## config.mk

```make
export PLATFORM = sky130hd
export DESIGN_NAME = sorted_priority_queue_top
export DESIGN_NICKNAME = d
export VERILOG_FILES = /design/src/hw/rtl/spq_pkg.sv /design/src/hw/rtl/spq_cell.sv /design/src/hw/rtl/sorted_priority_queue_top.sv
export SDC_FILE = /design/constraint.sdc
export NUM_CORES = 2
export LEC_CHECK = 0
export ABC_AREA = 0
export BUFFER_PORTS_ARGS = -buffer_cell sky130_fd_sc_hd__buf_2
export CAP_MARGIN = 10
export CORE_MARGIN = 1
export CORE_UTILIZATION = 65
export CTS_BUF_LIST = sky130_fd_sc_hd__clkbuf_4
export CTS_CLUSTER_DIAMETER = 50
export DETAILED_ROUTE_END_ITERATION = 6
export PLACE_DENSITY = 0.91
export REMOVE_ABC_BUFFERS = 1
export SYNTH_ARGS = -nofsm -noshare
export SYNTH_HDL_FRONTEND = slang
export SYNTH_SLANG_ARGS = --single-unit
```

## constraint.sdc

```tcl
create_clock -name i_clk -period 8.1 [get_ports i_clk]
set_clock_uncertainty 0.1 [all_clocks]
set_input_delay 1.215 -clock i_clk [delete_from_list [all_inputs] [get_ports i_clk]]
set_output_delay 1.215 -clock i_clk [all_outputs]
set_load 0.03 [all_outputs]
```

## src/hw/rtl/spq_pkg.sv

```systemverilog
`timescale 1ns / 1ps

package spq_pkg;

    // defaults for the top-level parameters
    localparam int DEPTH_DEF     = 16;
    localparam int PRIO_BITS_DEF = 8;

    // fixed field widths
    localparam int DATA_W  = 32;
    localparam int IPRIO_W = 8;
    localparam int COUNT_W = 5;

    // operation codes
    localparam logic MODE_ENQ = 1'b0;
    localparam logic MODE_DEQ = 1'b1;

    // result status codes
    typedef enum logic [1:0] {
        ST_DONE  = 2'd0,
        ST_EMPTY = 2'd1,
        ST_FULL  = 2'd2
    } t_spq_status;

    // input word
    typedef struct packed {
        logic                       mode;
        logic signed [DATA_W-1:0]   in_data;
        logic        [IPRIO_W-1:0]  in_priority;
    } t_spq_in;

    // result word
    typedef struct packed {
        logic signed [DATA_W-1:0]   out_data;
        t_spq_status                status;
        logic                       is_empty;
        logic        [COUNT_W-1:0]  entry_count;
    } t_spq_out;

    // per-cycle command broadcast to every cell
    typedef struct packed {
        logic enq;
        logic deq;
    } t_spq_ctrl;

endpackage

```

## src/hw/rtl/spq_cell.sv

```systemverilog
`timescale 1ns / 1ps

module spq_cell #(
    parameter int PRIORITY_BITS = spq_pkg::PRIO_BITS_DEF
) (
    input  logic                              i_clk,
    input  spq_pkg::t_spq_ctrl                i_ctrl,
    input  logic                              i_occupied,
    input  logic [spq_pkg::DATA_W-1:0]        i_new_data,
    input  logic [PRIORITY_BITS-1:0]          i_new_prio,
    input  logic                              i_left_behind,
    input  logic [spq_pkg::DATA_W-1:0]        i_left_data,
    input  logic [PRIORITY_BITS-1:0]          i_left_prio,
    input  logic [spq_pkg::DATA_W-1:0]        i_right_data,
    input  logic [PRIORITY_BITS-1:0]          i_right_prio,
    output logic                              o_behind,
    output logic [spq_pkg::DATA_W-1:0]        o_data,
    output logic [PRIORITY_BITS-1:0]          o_prio
);
    import spq_pkg::*;

    logic [DATA_W-1:0]        r_data, n_data;
    logic [PRIORITY_BITS-1:0] r_prio, n_prio;

    // held entry stays ahead of a new one of equal or higher priority number
    assign o_behind = i_occupied && (r_prio <= i_new_prio);

    // keep, take the new word, shift in from the left, or shift in from the right
    always_comb begin
        n_data = r_data;
        n_prio = r_prio;
        if (i_ctrl.enq) begin
            if (!o_behind) begin
                if (i_left_behind) begin
                    n_data = i_new_data;
                    n_prio = i_new_prio;
                end else begin
                    n_data = i_left_data;
                    n_prio = i_left_prio;
                end
            end
        end else if (i_ctrl.deq) begin
            n_data = i_right_data;
            n_prio = i_right_prio;
        end
    end

    // slot storage
    always_ff @(posedge i_clk) begin
        r_data <= n_data;
        r_prio <= n_prio;
    end

    assign o_data = r_data;
    assign o_prio = r_prio;

endmodule

```

## src/hw/rtl/sorted_priority_queue_top.sv

```systemverilog
`timescale 1ns / 1ps

// Sorted priority queue built as a row of cells, cell 0 holding the front entry.
// Input channel: drive i_word (mode, in_data, in_priority) and raise i_start; the
// word is taken at a rising edge with i_start high and o_busy low. o_busy stays
// low, so a new word may be given in every cycle.
// Result channel: one result per word, shown on o_word for exactly one cycle with
// o_valid high, in the cycle after the word was taken.
// Throughput is one word per cycle: every cell compares its priority with the
// broadcast one and loads from itself, the new word or a neighbor.
// Enqueue places the word behind all entries of equal or lower priority number;
// dequeue returns the front entry's data. Dequeue on empty gives status empty
// and data zero; enqueue on full is dropped with status full.
// The receiver cannot stall: a result not taken in its cycle is gone.
// Reset (synchronous, active low) empties the queue at once; slot contents are
// not cleared since slots beyond the count are never read.
module sorted_priority_queue_top #(
    parameter int DEPTH         = spq_pkg::DEPTH_DEF,
    parameter int PRIORITY_BITS = spq_pkg::PRIO_BITS_DEF
) (
    input  logic              i_clk,
    input  logic              i_rst_n,
    input  logic              i_start,
    input  spq_pkg::t_spq_in  i_word,
    output logic              o_busy,
    output logic              o_valid,
    output spq_pkg::t_spq_out o_word
);
    import spq_pkg::*;

    localparam int CW = $clog2(DEPTH + 1);

    logic [CW-1:0]            r_count, n_count;
    logic                     r_valid;
    t_spq_out                 r_word, n_word;

    logic                     w_take;
    logic                     w_full;
    logic                     w_empty;
    t_spq_ctrl                w_ctrl;
    logic [PRIORITY_BITS-1:0] w_new_prio;

    logic [DATA_W-1:0]        w_data   [DEPTH];
    logic [PRIORITY_BITS-1:0] w_prio   [DEPTH];
    logic                     w_behind [DEPTH];

    assign o_busy     = 1'b0;
    assign w_take     = i_start && !o_busy;
    assign w_full     = (r_count == CW'(DEPTH));
    assign w_empty    = (r_count == '0);
    assign w_new_prio = PRIORITY_BITS'(i_word.in_priority);

    // command to the cells
    assign w_ctrl.enq = w_take && (i_word.mode == MODE_ENQ) && !w_full;
    assign w_ctrl.deq = w_take && (i_word.mode == MODE_DEQ) && !w_empty;

    // cell chain
    for (genvar g = 0; g < DEPTH; g++) begin : g_cell
        logic                     w_lb;
        logic [DATA_W-1:0]        w_ld, w_rd;
        logic [PRIORITY_BITS-1:0] w_lp, w_rp;

        if (g == 0) begin : g_first
            assign w_lb = 1'b1;
            assign w_ld = i_word.in_data;
            assign w_lp = w_new_prio;
        end else begin : g_mid
            assign w_lb = w_behind[g-1];
            assign w_ld = w_data[g-1];
            assign w_lp = w_prio[g-1];
        end

        if (g == DEPTH - 1) begin : g_last
            assign w_rd = w_data[g];
            assign w_rp = w_prio[g];
        end else begin : g_inner
            assign w_rd = w_data[g+1];
            assign w_rp = w_prio[g+1];
        end

        spq_cell #(
            .PRIORITY_BITS(PRIORITY_BITS)
        ) u_cell (
            .i_clk        (i_clk),
            .i_ctrl       (w_ctrl),
            .i_occupied   (CW'(g) < r_count),
            .i_new_data   (i_word.in_data),
            .i_new_prio   (w_new_prio),
            .i_left_behind(w_lb),
            .i_left_data  (w_ld),
            .i_left_prio  (w_lp),
            .i_right_data (w_rd),
            .i_right_prio (w_rp),
            .o_behind     (w_behind[g]),
            .o_data       (w_data[g]),
            .o_prio       (w_prio[g])
        );
    end

    // next count and result word
    always_comb begin
        n_count = r_count;
        n_word.out_data = '0;
        n_word.status   = ST_DONE;
        if (w_take) begin
            if (i_word.mode == MODE_ENQ) begin
                if (w_full) begin
                    n_word.status = ST_FULL;
                end else begin
                    n_count = r_count + CW'(1);
                end
            end else begin
                if (w_empty) begin
                    n_word.status = ST_EMPTY;
                end else begin
                    n_word.out_data = w_data[0];
                    n_count = r_count - CW'(1);
                end
            end
        end
        n_word.is_empty    = (n_count == '0);
        n_word.entry_count = COUNT_W'(n_count);
    end

    // control registers
    always_ff @(posedge i_clk) begin
        if (!i_rst_n) begin
            r_count <= '0;
            r_valid <= 1'b0;
        end else begin
            r_count <= n_count;
            r_valid <= w_take;
        end
    end

    // result register
    always_ff @(posedge i_clk) begin
        r_word <= n_word;
    end

    assign o_valid = r_valid;
    assign o_word  = r_word;

endmodule
```

==> flow_summary_export.csv <==
group,metric,value,unit
synthesis,yosysWarnings,0,
synthesis,syn_area,41700,um2
clocking,h-tree-depth,4,
final_layout,nets,4206,
sta,period_share,51.7,%
critical_path,worst-setup-path-type,"reg -> reg",
final_layout,register_area,20100,um2
global_route,grt_pass1_wl,181000,um
min_path,min_from,"i_rst_n",
global_route,grt_pass1_vias,33477,
route,detail_route.wirelength,115000,um
place,place_hpwl,73400,um
critical_path,worstPathRequired,8.74,ns
clocking,cts_tree,"done",
sta,fin_crit,4.19,ns
synthesis,synth.avg_cell_area,9.91,um2
critical_path,critPathLaunch,"r_count[1]$_SDFF_PN0_",
place,gp_congestion,0.908,
pwr,vdd_drop_max,0.251,mV
global_route,track_usage,34.7,%
final_layout,final_common_cell,"edfxtp_1",
floorplan,fp.dieArea,65200,um2
final_layout,drive_gt1_share,13.9,%
critical_path,r2r-start,"r_count[1]$_SDFF_PN0_",
route,drc,0,
floorplan,fp-row-count,92,
route,drtIter0Drc,6564,
sta,maxSlewHeadroom,14.3,%
flow_run,cap_violations,0,
floorplan,die_h,255,um
floorplan,io_pins,86,
sta,fmax,239,MHz
status,outcome,"complete, no violations",
clocking,clock_latency,1.12,ns
floorplan,start_util,66.0,%
sta,finalHoldViolations,0,
synthesis,ys_seq_area_share,48.3,%
sta,tightest_slew,1.29,ns
synthesis,ys.flop_type,"edfxtp_1",
pwr,p_leak,14.6,nW
sta,timing.hold.ws,0.297,ns
synthesis,ys_types,65,
route,detailroute.via_count,36870,
global_route,grt_antenna_before_repair,4,
synthesis,synth_cells,4207,
global_route,grt_max_degree,275,
global_route,grt_overflow,0,
final_layout,area_growth,6.53,%
route,drtAntennaViolNets,0,
synthesis,synthArstFlopShare,0,%
route,routed_via_density,7.35,
clocking,cts_buffer_depth,3,
synthesis,synth-seq-cells,686,
clocking,cts_root_buf,"clkbuf_4",
final_layout,multi_input_area,19500,um2
synthesis,synth-edff-count,640,
critical_path,critPathMaxFanout,105,
clocking,cts_setup_buffers,0,
min_path,hold_class,"in -> reg",
critical_path,crit_path_start_kind,"flop",
final_layout,final_cell_mix,"640 x edfxtp_1, 561 x nor2_1, 553 x a31oi_1, 511 x o31ai_1, 275 x clkbuf_4",
route,post_drt_wl_per_cell,22.9,um
clocking,hold_buffers,0,
sta,drv_slew,0,
route,dr.pass1.iters,6,
place,port_buffers,84,
final_layout,stdcell_count,5019,
floorplan,fp.dieW,255,um
clocking,numCtsBuffers,181,
place,dp_cells,4687,
clocking,ctsResizeCount,0,
clocking,clkTransAtPathRegs,0.06,ns
sta,finalSetupViolCount,0,
critical_path,crit_arrival,4.83,ns
clocking,clkSinkCount,686,
final_layout,fill_cells,4357,
sta,rsz0062_at_grt,"false",
critical_path,crit_path_end_kind,"flop",
floorplan,core,63200,um2
pwr,power_density,275,nW/um2
logic make-up after synthesis:
logic type	count (synthesis)	synth area share, %
AND/OR/NAND/NOR	1452	19.6
AO/OA/AOI/OAI	1365	22.3
flip-flops	686	48.3
buffers and inverters	570	5.87
adder cells (fa/ha/maj)	132	3.96
XOR/XNOR	1	0.0210
other	1	0.00899
Yosys cell counts, types with 2 or more instances:
library cell,instances,area [um2]
edfxtp_1,640,19200
a21oi_4,2,32.5
or4b_1,226,2260
a21oi_1,47,235
buf_4,9,67.6
clkbuf_1,348,1310
o21a_1,19,143
and2_1,38,238
o2111ai_1,34,298
a31oi_1,553,3460
or4b_2,38,380
o31ai_1,512,3840
or3_1,3,18.8
buf_6,9,101
nand4_1,191,1190
nor4_1,7,43.8
a21oi_2,9,78.8
inv_1,26,97.6
o211a_1,5,50.1
a21o_1,7,52.6
nand2b_1,15,93.8
buf_1,9,33.8
nor3_1,15,75.1
o22ai_1,42,263
o21ai_1,17,85.1
o211ai_1,13,97.6
nand3_1,44,220
or2_1,2,12.5
nor2b_1,23,144
ha_1,132,1650
o31a_1,13,114
a31oi_2,2,25.0
nor2_1,565,2120
dfxtp_1,46,921
inv_2,2,7.51
a22oi_1,2,15.0
nand2_1,212,796
or4_1,57,428
o21ai_0,77,385
and3_1,7,43.8
buf_2,165,826
per-stage QoR:
stage                     TNS [ns]  setup WS (ns)  util (%)  instance area, um2  power (mW)
after CTS                        0           4.01      70.1               44300        12.1
after global placement           0           3.15      66.4               41900        8.82
final                            0           3.91      70.3               44400        12.2
after detailed placement         0           3.00      66.4               42000        9.00
after global routing             0           3.73      70.3               44400        12.8
after floorplan           -4222.67          -8.93         -               39400        7.92
state kept, by name (all words and copies together) (netlist names):
| name | cells |
|---|---|
| g_cell.u_cell.o_data | 512 |
| g_cell.u_cell.o_prio | 128 |
| o_valid | 1 |
| o_word | 40 |
| r_count | 5 |
critical path: stages, from the launching register on:
cell	delay [ns]
dfxtp_1	0.78
inv_2	0.14
ha_1	0.27
and4bb_1	0.26
nor2_4	0.54
buf_4	0.58
buf_4	0.84
a31oi_1	0.27
routing by layer:
layer,global-route usage (%),vias up,share of wire (%)
met5,0,-,0
met1,48.9,17132,38
li1,-,16518,-
met4,15.6,0,3.3
met2,51.5,2883,45
met3,7.53,337,14
layout make-up:
class,instances,share of cell area [%]
Antenna cell,7,0.0394
Clock buffer,275,4.65
Clock inverter,44,0.577
Inverter,29,0.245
Multi-Input combinational cell,2951,43.9
Sequential cell,686,45.3
Tap cell,846,2.38
Timing Repair Buffer,181,2.87
where the power goes:
| part | internal [mW] | switching (mW) | leakage [nW] |
|---|---|---|---|
| Sequential | 4.87 | 0.455 | 6.37 |
| Clock | 1.59 | 1.53 | 1.38 |
| Combinational | 1.16 | 2.64 | 6.89 |
worst paths after layout:
kind | cells after the start | end | slack [ns]
setup / recovery | 7 | g_cell[13].u_cell.o_prio[4]$_DFFE_PP_ | 3.91
hold / removal | 2 | r_count[1]$_SDFF_PN0_ | 0.30
setup reg to reg | 7 | g_cell[13].u_cell.o_prio[4]$_DFFE_PP_ | 3.91
hold reg to reg | 1 | o_word[37]$_SDFF_PP0_ | 0.39
Power figures use the tool's default switching activity.
